`src/design/nfa_pkg.sv`:
```
package nfa_pkg;

    // heap geometry
    localparam int HEAP_SIZE = 1024;
    localparam int ADDR_W    = $clog2(HEAP_SIZE);
    localparam int LEN_W     = $clog2(HEAP_SIZE + 1);

    // item field widths
    localparam int SIZE_W   = 11;
    localparam int OFF_W    = 10;
    localparam int STATUS_W = 2;

    // common width for comparing a segment length against a request size
    localparam int CMP_W = (LEN_W > SIZE_W) ? LEN_W : SIZE_W;

    localparam logic [ADDR_W-1:0] LAST_ADDR = ADDR_W'(HEAP_SIZE - 1);

    // opcodes
    localparam logic OP_ALLOC = 1'b0;
    localparam logic OP_FREE  = 1'b1;

    // status codes
    localparam logic [STATUS_W-1:0] STATUS_OK      = 2'd0;
    localparam logic [STATUS_W-1:0] STATUS_NOFIT   = 2'd1;
    localparam logic [STATUS_W-1:0] STATUS_ZERO    = 2'd2;
    localparam logic [STATUS_W-1:0] STATUS_BADFREE = 2'd3;

    typedef struct packed {
        logic              opcode;
        logic [SIZE_W-1:0] request_size;
        logic [OFF_W-1:0]  free_offset;
    } cmd_t;

    typedef struct packed {
        logic [OFF_W-1:0]    block_offset;
        logic [STATUS_W-1:0] status;
    } result_t;

    // one heap unit as held in the segment map
    typedef struct packed {
        logic start_mark;
        logic alloc_mark;
    } unit_t;

    typedef struct packed {
        logic              en;
        logic [ADDR_W-1:0] addr;
        unit_t             data;
    } ram_wr_t;

    typedef struct packed {
        logic    valid;
        result_t res;
    } rsp_t;

endpackage

```
`src/design/next_fit_heap_allocator.sv`:
```
// channel   direction  handshake                     payload
// command   in         start high, busy low at edge  cmd    (opcode, request_size, free_offset)
// result    out        done high for one cycle       result (block_offset, status)
//
// zero size and out-of-range free offset: result registered in the cycle after the item is taken
// free at a unit that is not a segment start: result from the free check state, then registered
// allocate: one heap unit read per cycle from the segment map
// free: a full merge sweep over the segment map port
// after reset a clearing pass over the segment map holds busy high
// the receiver cannot stall; busy is the only back-pressure on the command side
module next_fit_heap_allocator (
    input  logic             clk,
    input  logic             rst_n,
    input  logic             start,
    input  nfa_pkg::cmd_t    cmd,
    output logic             busy,
    output logic             done,
    output nfa_pkg::result_t result
);

    // segment map port signals
    logic [nfa_pkg::ADDR_W-1:0] rd_addr;
    nfa_pkg::unit_t             rd_data;
    nfa_pkg::ram_wr_t           wr;

    // completion from the sequencer, registered onto the result ports
    nfa_pkg::rsp_t    rsp;
    logic             done_reg;
    nfa_pkg::result_t result_reg;

    nfa_ctrl u_ctrl (
        .clk     (clk),
        .rst_n   (rst_n),
        .start   (start),
        .cmd     (cmd),
        .busy    (busy),
        .rd_addr (rd_addr),
        .rd_data (rd_data),
        .wr      (wr),
        .rsp     (rsp)
    );

    nfa_seg_ram u_ram (
        .clk     (clk),
        .wr      (wr),
        .rd_addr (rd_addr),
        .rd_data (rd_data)
    );

    // strobe is control, cleared on reset
    always_ff @(posedge clk or negedge rst_n)
    begin
        if (!rst_n)
        begin
            done_reg <= 1'b0;
        end
        else
        begin
            done_reg <= rsp.valid;
        end
    end

    // result payload, only meaningful with the strobe
    always_ff @(posedge clk)
    begin
        if (rsp.valid)
        begin
            result_reg <= rsp.res;
        end
    end

    assign done   = done_reg;
    assign result = result_reg;

endmodule

```
`src/design/nfa_seg_ram.sv`:
```
module nfa_seg_ram (
    input  logic                       clk,
    input  nfa_pkg::ram_wr_t           wr,
    input  logic [nfa_pkg::ADDR_W-1:0] rd_addr,
    output nfa_pkg::unit_t             rd_data
);

    // segment map: start and allocated marks per unit
    nfa_pkg::unit_t mem [nfa_pkg::HEAP_SIZE];

    always_ff @(posedge clk)
    begin
        if (wr.en)
        begin
            mem[wr.addr] <= wr.data;
        end
    end

    always_ff @(posedge clk)
    begin
        rd_data <= mem[rd_addr];
    end

endmodule

```
`src/design/nfa_ctrl.sv`:
```
module nfa_ctrl (
    input  logic                       clk,
    input  logic                       rst_n,
    input  logic                       start,
    input  nfa_pkg::cmd_t              cmd,
    output logic                       busy,
    output logic [nfa_pkg::ADDR_W-1:0] rd_addr,
    input  nfa_pkg::unit_t             rd_data,
    output nfa_pkg::ram_wr_t           wr,
    output nfa_pkg::rsp_t              rsp
);

    localparam logic [2:0] S_CLEAR = 3'd0;
    localparam logic [2:0] S_IDLE  = 3'd1;
    localparam logic [2:0] S_SCAN  = 3'd2;
    localparam logic [2:0] S_WRA   = 3'd3;
    localparam logic [2:0] S_FCHK  = 3'd4;
    localparam logic [2:0] S_MERGE = 3'd5;

    logic [2:0]                        state_reg, state_next;
    logic [nfa_pkg::ADDR_W-1:0]        p_reg, p_next;
    logic [nfa_pkg::ADDR_W-1:0]        s_reg, s_next;
    logic [nfa_pkg::ADDR_W-1:0]        first_reg, first_next;
    logic [nfa_pkg::ADDR_W-1:0]        last_reg, last_next;
    logic [nfa_pkg::ADDR_W-1:0]        off_reg, off_next;
    logic [nfa_pkg::ADDR_W-1:0]        run_start_reg, run_start_next;
    logic [nfa_pkg::LEN_W-1:0]         len_reg, len_next;
    logic [nfa_pkg::SIZE_W-1:0]        size_reg, size_next;
    logic                              seg_free_reg, seg_free_next;
    logic                              started_reg, started_next;
    logic                              prev_free_reg, prev_free_next;

    logic [nfa_pkg::ADDR_W-1:0] p_inc;
    logic                       off_ok;
    logic                       pick;
    logic                       alloc_eff;

    assign p_inc  = (p_reg == nfa_pkg::LAST_ADDR) ? '0 : p_reg + 1'b1;
    assign off_ok = int'(cmd.free_offset) < nfa_pkg::HEAP_SIZE;
    assign pick   = started_reg && seg_free_reg &&
                    (nfa_pkg::CMP_W'(len_reg) == nfa_pkg::CMP_W'(size_reg));
    // the unit being freed reads as free during the merge sweep
    assign alloc_eff = rd_data.alloc_mark && (p_reg != off_reg);
    assign busy = (state_reg != S_IDLE);

    always_comb
    begin
        state_next     = state_reg;
        p_next         = p_reg;
        s_next         = s_reg;
        first_next     = first_reg;
        last_next      = last_reg;
        off_next       = off_reg;
        run_start_next = run_start_reg;
        len_next       = len_reg;
        size_next      = size_reg;
        seg_free_next  = seg_free_reg;
        started_next   = started_reg;
        prev_free_next = prev_free_reg;
        rd_addr        = p_inc;
        wr             = '0;
        rsp            = '0;

        unique case (state_reg)
            S_CLEAR:
            begin
                wr.en              = 1'b1;
                wr.addr            = p_reg;
                wr.data.start_mark = (p_reg == '0);
                wr.data.alloc_mark = 1'b0;
                p_next             = p_inc;
                if (p_reg == nfa_pkg::LAST_ADDR)
                begin
                    state_next = S_IDLE;
                end
            end
            S_IDLE:
            begin
                if (start)
                begin
                    if (cmd.opcode == nfa_pkg::OP_ALLOC)
                    begin
                        if (cmd.request_size == '0)
                        begin
                            rsp.valid      = 1'b1;
                            rsp.res.status = nfa_pkg::STATUS_ZERO;
                        end
                        else
                        begin
                            rd_addr      = last_reg;
                            p_next       = last_reg;
                            first_next   = last_reg;
                            size_next    = cmd.request_size;
                            started_next = 1'b0;
                            state_next   = S_SCAN;
                        end
                    end
                    else
                    begin
                        if (off_ok)
                        begin
                            rd_addr    = nfa_pkg::ADDR_W'(cmd.free_offset);
                            off_next   = nfa_pkg::ADDR_W'(cmd.free_offset);
                            state_next = S_FCHK;
                        end
                        else
                        begin
                            rsp.valid      = 1'b1;
                            rsp.res.status = nfa_pkg::STATUS_BADFREE;
                        end
                    end
                end
            end
            S_SCAN:
            begin
                p_next = p_inc;
                if (pick)
                begin
                    // segment fits; split off the remainder if it runs on
                    if (!rd_data.start_mark)
                    begin
                        wr.en              = 1'b1;
                        wr.addr            = p_reg;
                        wr.data.start_mark = 1'b1;
                        wr.data.alloc_mark = 1'b0;
                    end
                    state_next = S_WRA;
                end
                else if (rd_data.start_mark && started_reg && (p_reg == first_reg))
                begin
                    // full lap of the heap without a fit
                    rsp.valid      = 1'b1;
                    rsp.res.status = nfa_pkg::STATUS_NOFIT;
                    state_next     = S_IDLE;
                end
                else if (rd_data.start_mark)
                begin
                    s_next        = p_reg;
                    seg_free_next = !rd_data.alloc_mark;
                    len_next      = nfa_pkg::LEN_W'(1);
                    started_next  = 1'b1;
                end
                else
                begin
                    len_next = len_reg + 1'b1;
                end
            end
            S_WRA:
            begin
                wr.en                = 1'b1;
                wr.addr              = s_reg;
                wr.data.start_mark   = 1'b1;
                wr.data.alloc_mark   = 1'b1;
                last_next            = s_reg;
                rsp.valid            = 1'b1;
                rsp.res.status       = nfa_pkg::STATUS_OK;
                rsp.res.block_offset = nfa_pkg::OFF_W'(s_reg);
                state_next           = S_IDLE;
            end
            S_FCHK:
            begin
                if (!rd_data.start_mark)
                begin
                    rsp.valid      = 1'b1;
                    rsp.res.status = nfa_pkg::STATUS_BADFREE;
                    state_next     = S_IDLE;
                end
                else
                begin
                    rd_addr    = '0;
                    p_next     = '0;
                    state_next = S_MERGE;
                end
            end
            S_MERGE:
            begin
                // read of unit p+1 overlaps the write of unit p, never the same entry
                p_next  = p_inc;
                wr.en   = 1'b1;
                wr.addr = p_reg;
                if (p_reg == '0)
                begin
                    prev_free_next     = !alloc_eff;
                    run_start_next     = '0;
                    wr.data.start_mark = rd_data.start_mark;
                    wr.data.alloc_mark = alloc_eff;
                end
                else if (!rd_data.start_mark)
                begin
                    wr.data = rd_data;
                end
                else if (!alloc_eff && prev_free_reg)
                begin
                    // free segment after a free run: fold it in
                    wr.data = '0;
                    if (p_reg == last_reg)
                    begin
                        last_next = run_start_reg;
                    end
                end
                else
                begin
                    prev_free_next     = !alloc_eff;
                    run_start_next     = p_reg;
                    wr.data.start_mark = 1'b1;
                    wr.data.alloc_mark = alloc_eff;
                end
                if (p_reg == nfa_pkg::LAST_ADDR)
                begin
                    rsp.valid      = 1'b1;
                    rsp.res.status = nfa_pkg::STATUS_OK;
                    state_next     = S_IDLE;
                end
            end
            default:
            begin
                state_next = S_IDLE;
            end
        endcase
    end

    always_ff @(posedge clk or negedge rst_n)
    begin
        if (!rst_n)
        begin
            state_reg     <= S_CLEAR;
            p_reg         <= '0;
            last_reg      <= '0;
            started_reg   <= 1'b0;
            seg_free_reg  <= 1'b0;
            prev_free_reg <= 1'b0;
        end
        else
        begin
            state_reg     <= state_next;
            p_reg         <= p_next;
            last_reg      <= last_next;
            started_reg   <= started_next;
            seg_free_reg  <= seg_free_next;
            prev_free_reg <= prev_free_next;
        end
    end

    always_ff @(posedge clk)
    begin
        s_reg         <= s_next;
        first_reg     <= first_next;
        off_reg       <= off_next;
        run_start_reg <= run_start_next;
        len_reg       <= len_next;
        size_reg      <= size_next;
    end

endmodule

```
`config.mk`:
```
export PLATFORM = sky130hd
export DESIGN_NAME = next_fit_heap_allocator
export DESIGN_NICKNAME = d
export VERILOG_FILES = /design/src/design/nfa_pkg.sv /design/src/design/next_fit_heap_allocator.sv /design/src/design/nfa_seg_ram.sv /design/src/design/nfa_ctrl.sv
export SDC_FILE = /design/constraint.sdc
export NUM_CORES = 2
export LEC_CHECK = 0
export BUFFER_PORTS_ARGS = -buffer_cell sky130_fd_sc_hd__buf_2
export CORE_MARGIN = 2
export CORE_UTILIZATION = 45
export DETAILED_ROUTE_END_ITERATION = 12
export PLACE_DENSITY_LB_ADDON = 0.25
export SYNTH_ARGS = -nofsm -noshare
export SYNTH_HDL_FRONTEND = slang
export SYNTH_SLANG_ARGS = --single-unit
```
`constraint.sdc`:
```
create_clock -name clk -period 90.9 [get_ports clk]
set_input_delay 13.635 -clock clk [delete_from_list [all_inputs] [get_ports clk]]
set_output_delay 13.635 -clock clk [all_outputs]
set_load 0.02 [all_outputs]
```
=== Word level (Yosys, flattened, before mapping) ===
Memories as Yosys holds them, arrays and structs flattened. A register that Yosys moved wholly into a read port is not among the register bits.
Cells that the tools add are included.

* Bits in writable memories: 2048
* Input bits: 25
* Memories: 1
* Flip-flop bits (word level): 101
* Word-level logic and storage cells: 133
* Output and inout port bits: 14

* Reductions and logical operators: 26
* Muxes and demuxes: 59
* Eq/ne operators: 26
* Add/sub/neg operators: 2
* Bitwise operators: 4

{| class="wikitable"
|+ Memory list
! memory !! depth !! width !! read ports !! clocked after Yosys merged registers in !! wr ports !! line !! text
|-
| u_ram.mem || 1024 || 2 || 1 || 1 || 1 || nfa_seg_ram.sv:9 || <nowiki>nfa_pkg::unit_t mem [nfa_pkg::HEAP_SIZE];</nowiki>
|}

{| class="wikitable"
|+ Operator list
! kind !! count
|-
| $mux 10 || 15
|-
| $pmux 13 s4 || 1
|-
| $pmux 10 s2 || 2
|-
| $pmux 10 s3 || 1
|-
| $mux 13 || 2
|-
| $mux 3 || 7
|-
| $eq 10x10->1 || 2
|-
| $mux 1 || 19
|-
| $mux 2 || 8
|-
| $ne 2x1->1 const B || 7
|-
| $ne 2x2->1 const B || 6
|-
| $pmux 3 s4 || 1
|-
| $reduce_and 4->1 || 3
|-
| $add 11x1->11 const B || 1
|-
| $eq 11x11->1 || 1
|-
| $logic_not 11->1 || 1
|-
| $add 10x1->10 const B || 1
|-
| $eq 10x10->1 const B || 1
|-
| $logic_not 10->1 || 1
|-
| $ne 10x10->1 || 1
|-
| $reduce_and 5->1 || 2
|-
| $reduce_and 3->1 || 3
|-
| $reduce_and 7->1 || 1
|-
| $eq 3x2->1 const B || 2
|-
| 15 further kinds || 28
|}

=== Depth between registers and ports, before layout ===
* Depth in word-level cells: 10
* Gate-level depth with buffers: 21

=== Modules after synthesis ===
A second synthesis with hierarchy kept.

* Cell total of the unflattened synthesis: 5275
* Area, all modules: 89005.4 um^2

{| class="wikitable"
|+ Modules (own cells, without submodules)
! module !! area each (um^2) !! times used !! cells each
|-
| nfa_seg_ram || 83757.8 || 1 || 4793
|-
| nfa_ctrl || 4862.2 || 1 || 469
|-
| next_fit_heap_allocator || 385.4 || 1 || 13
|}

=== Least setup slack after synthesis ===
OpenSTA, ideal clock, no wires.

* Path type: reg2reg
* Start point: register u_ctrl.p_reg[6] (netlist name)
* End point: memory u_ram.mem[0][1] (netlist name) (data pin)
* Setup time: 8128 ps
* Period minus slack after synthesis: 49076 ps
* Buffers on the path: 1
* Cell stages (with the launch flop): 7
* Path slack: 41824 ps
* Data arrival time: 40948 ps
* Cell sequence: dfrtp_1 > buf_1 > nor4_1 > nand3_1 > nor3_1 > a21oi_1 > o21ai_0

{| class="wikitable"
|+ RTL lines
! item !! line !! text
|-
| from (decl) || nfa_ctrl.sv:21 || <nowiki>logic [nfa_pkg::ADDR_W-1:0] p_reg, p_next;</nowiki>
|-
| from (signal assigned) || nfa_ctrl.sv:236 || <nowiki>p_reg <= p_next;</nowiki>
|-
| to (decl) || nfa_seg_ram.sv:9 ||
|}

=== Worst setup path in the final report ===
* Start point: input start
* End point: register, netlist name u_ram.rd_data[1]

* Word-level cells in the longest chain between the ends: 2

{| class="wikitable"
|+ RTL lines
! item !! line !! text
|-
| from (decl) || next_fit_heap_allocator.sv:14 || <nowiki>input logic start,</nowiki>
|-
| $mux 10 || nfa_ctrl.sv:79 || <nowiki>if (start)</nowiki>
|-
| $pmux 10 s2 || nfa_ctrl.sv:64 || <nowiki>unique case (state_reg)</nowiki>
|}

Every way passes these cells.
A chain may end at the register's enable or synchronous reset.

==> out/results.ini <==
[cts]
tritoncts = yes
clk_transition_reported_paths_ps = 60
cts.sink_count = 2151
cts_hold_buf = 0
number_of_buffers_inserted_to_repair_setup_after_cts = 0
cts_root_buffer = sky130_fd_sc_hd__clkbuf_16
numCtsBuffers = 211
cts_max_path_buffers = 3
count_of_instances_resized_after_the_clock_tree_is_built = 0
cts-htree-levels = 4
clock_insertion_delay_worst_skew_ps = 890

[synthesis]
synthesis.area_per_instance_um2 = 12.73
synth_warnings = 0
synth.yosys.seq_area_share = 0.7096
synth_cells = 7135
synth_cell_types = 88
synth_seq_cells = 2151
synth.net_count = 7163
number_of_enable_flip_flop_cells_after_synthesis = 2122
ys.flop_type = sky130_fd_sc_hd__edfxtp_1
synth_async_sr_flop_share = 0.01255
post_synth_instance_area_um2 = 90810

[layout]
fillerInstances = 17260
final_core_util = 0.4991
area_delta_synth_final_pct = 9.954
design.final.nets = 7010
share_of_post_route_cells_with_drive_strength_above_1 = 0.09753
non_filler_cells_final = 9819
regArea_um2 = 64440
largest_reg_flops = 2048
combined_area_of_the_multi_input_logic_cells_um2 = 23770

[detailed_routing]
detailedRoute.firstPassIterationCount = 6
detail-route-antenna-nets = 0
post_drt_wl_per_cell_um = 30.80
detail_route.iter0.violations = 10600
drc = 0
routed_wl_mm = 302.5
via_count = 62110
viasPerCell = 6.325

[critical_path]
worstReg2RegEnd = u_ram.rd_data[1]
critical_path_launch_point_type = primary input
criticalPathCategory = in -> reg
required_ps = 91620
endpoint_kind = flop
worst_setup_path_endpoint = u_ram.rd_data[1]
crit-reg2reg-launch = u_ctrl.state_reg[0]
worst_ep_arrival_time_ps = 21140
worstSetupStartpoint = start
crit_path_max_fanout = 134
regToRegSetupSlack_ps = 82660
depth_of_the_worst_register_to_register_path = 17

[grt]
grt_overflow_total = 0
grt_first_pass_wirelength_mm = 429.6
number_of_global_route_vias_before_repair = 59300
grt_max_degree = 140
global_route.usage.total = 0.2907
antenna_found_initial = 23

[pwr]
power_switching_uw = 386.4
switching_share = 0.2012
leakage_nw = 29.43
share_comb_of_total_power = 0.001
clockPowerShare = 0.441
peakVddDrop_mv = 0.01607
pwr-share-seq = 0.558
power.internal_mw = 1.534
power.density_nw_per_um2 = 19.24
totalPowerFinal_mw = 1.921

[floorplan]
pin_count = 39
placement_rows = 164
core-area_um2 = 200100
floorplan.die.height_um = 453.2
chipWidth_um = 453.2
start_util = 0.4539
die-area_um2 = 205400

[sta]
total_neg_setup_slack_ps = 0
period_minus_slack_ps = 20420
max_clock_freq_mhz = 48.98
timing.max_slew.rel_slack = 0.1111
final_slew_viol_count = 0
tightestPinTransition_ps = 1330
finalHoldViolCount = 0
final_min_period_over_clock_period = 0.2246
report.final.setup_viol = 0
finalClockSkew_ps = 59.26
grt_setup_unrepaired = no

[status]
status = finished clean

[flow_run]
drv.max_cap_violation_count = 0

[worst_hold_path]
hold_crit_class = reg -> reg

[placed_design]
place_congestion = 0.9008
dpl.cell_count = 9425
detailedPlacementHpwl_mm = 171.5
port_buffers = 38

worst min-delay path by stage:
stage | from | end | slack (ps) | cells past startpoint
final | u_ctrl.prev_free_reg | u_ctrl.prev_free_reg | 520 | 1
after global routing | u_ctrl.run_start_reg[8] | u_ctrl.last_reg[8] | 540 | 2
after detailed placement | u_ctrl.prev_free_reg | u_ctrl.prev_free_reg | 500 | 1
after global placement | u_ctrl.prev_free_reg | u_ctrl.prev_free_reg | 490 | 1
after floorplan | u_ram.rd_data[0] | u_ctrl.seg_free_reg | 420 | 1
after CTS | u_ctrl.prev_free_reg | u_ctrl.prev_free_reg | 520 | 1
synth_stat cells, types with 84 or more instances:
master	instances	area [um^2]
sky130_fd_sc_hd__nand2_1	1360	5105
sky130_fd_sc_hd__buf_2	195	975.9
sky130_fd_sc_hd__nand3_1	500	2502
sky130_fd_sc_hd__a211oi_1	87	653.1
sky130_fd_sc_hd__and3_1	155	969.7
sky130_fd_sc_hd__mux2i_1	102	1021
sky130_fd_sc_hd__clkbuf_1	242	908.4
sky130_fd_sc_hd__mux4_2	98	2207
sky130_fd_sc_hd__buf_1	84	315.3
sky130_fd_sc_hd__edfxtp_1	2122	63720
sky130_fd_sc_hd__a21oi_1	143	715.7
sky130_fd_sc_hd__a31oi_1	133	832.1
sky130_fd_sc_hd__nor2_1	1134	4257
routing by layer:
layer | routed length [um] | GRT usage | share of wire | vias up
li1 | - | - | - | 25950
met1 | 113100 | 0.3934 | 0.37 | 31330
met2 | 135800 | 0.4411 | 0.45 | 4077
met3 | 36560 | 0.06800 | 0.12 | 735
met4 | 16940 | 0.1445 | 0.056 | 18
met5 | 149 | 0 | 0.00049 | -
cell type report:
cell class,instances,share of cell area
antenna,6,0.0001504
clock buffer,290,0.05645
clock inverter,98,0.009474
inverter,7,0.0002632
multi-input combinational,4385,0.2380
sequential,2151,0.6454
tap,2656,0.03328
timing repair buffer,226,0.01696
power by group through the flow:
stage / sequential (mW) / combinational [mW] / clock [mW]
2_1_floorplan: 1.09 / 0.000502 / 0
3_3_place_gp: 1.09 / 0.00170 / 0
3_5_place_dp: 1.09 / 0.00172 / 0
4_1_cts: 1.07 / 0.00174 / 0.850
5_1_grt: 1.07 / 0.00189 / 0.888
6_report: 1.07 / 0.00173 / 0.847
placed cells by master (no fill, tap or decap), drive strengths merged, types with 70 or more instances in the layout:
cell,Yosys,final
edfxtp,2122,2122
a211oi,89,89
nand2,1361,1361
o21ai,72,72
clkinv,0,81
a21oi,143,143
mux4,103,103
buf,350,226
nand3,501,501
mux2i,102,102
a31oi,133,133
clkbuf,242,290
a311oi,70,70
nor2,1137,1137
and3,155,155
metrics by stage:
stage / setup WS [ps] / hold slack (ps) / area (um^2)
2_1_floorplan: 41820 / 422.6 / 90810
3_3_place_gp: 69670 / 492.2 / 93220
3_5_place_dp: 69630 / 502.7 / 93250
4_1_cts: 70560 / 516.5 / 99830
5_1_grt: 70240 / 535.3 / 99830
6_report: 70480 / 515.7 / 99840
critical path, stage by stage:
cell and delay, ps:
sky130_fd_sc_hd__buf_2 130, sky130_fd_sc_hd__nor4bb_1 930, sky130_fd_sc_hd__nor2_1 120, sky130_fd_sc_hd__buf_4 240, sky130_fd_sc_hd__a32oi_2 230, sky130_fd_sc_hd__buf_4 400
sky130_fd_sc_hd__and2_4 680, sky130_fd_sc_hd__buf_12 430, sky130_fd_sc_hd__buf_12 540, sky130_fd_sc_hd__buf_4 670, sky130_fd_sc_hd__mux4_1 630, sky130_fd_sc_hd__a22o_1 320
sky130_fd_sc_hd__a211oi_2 220, sky130_fd_sc_hd__o22ai_1 100, sky130_fd_sc_hd__or3_1 390, sky130_fd_sc_hd__o311a_1 160, sky130_fd_sc_hd__o32ai_1 1050, sky130_fd_sc_hd__nor3_2 100
cell families after synthesis:
family	Yosys count	synth area share
AO/OA/AOI/OAI	788	0.06082
XOR/XNOR	54	0.005208
adder cells (fa/ha/maj)	3	0.0004134
buffers and inverters	599	0.03219
flip-flops	2151	0.7096
multiplexers	210	0.03762
AND/OR/NAND/NOR	3330	0.1541
Power figures use the tool's default switching activity.
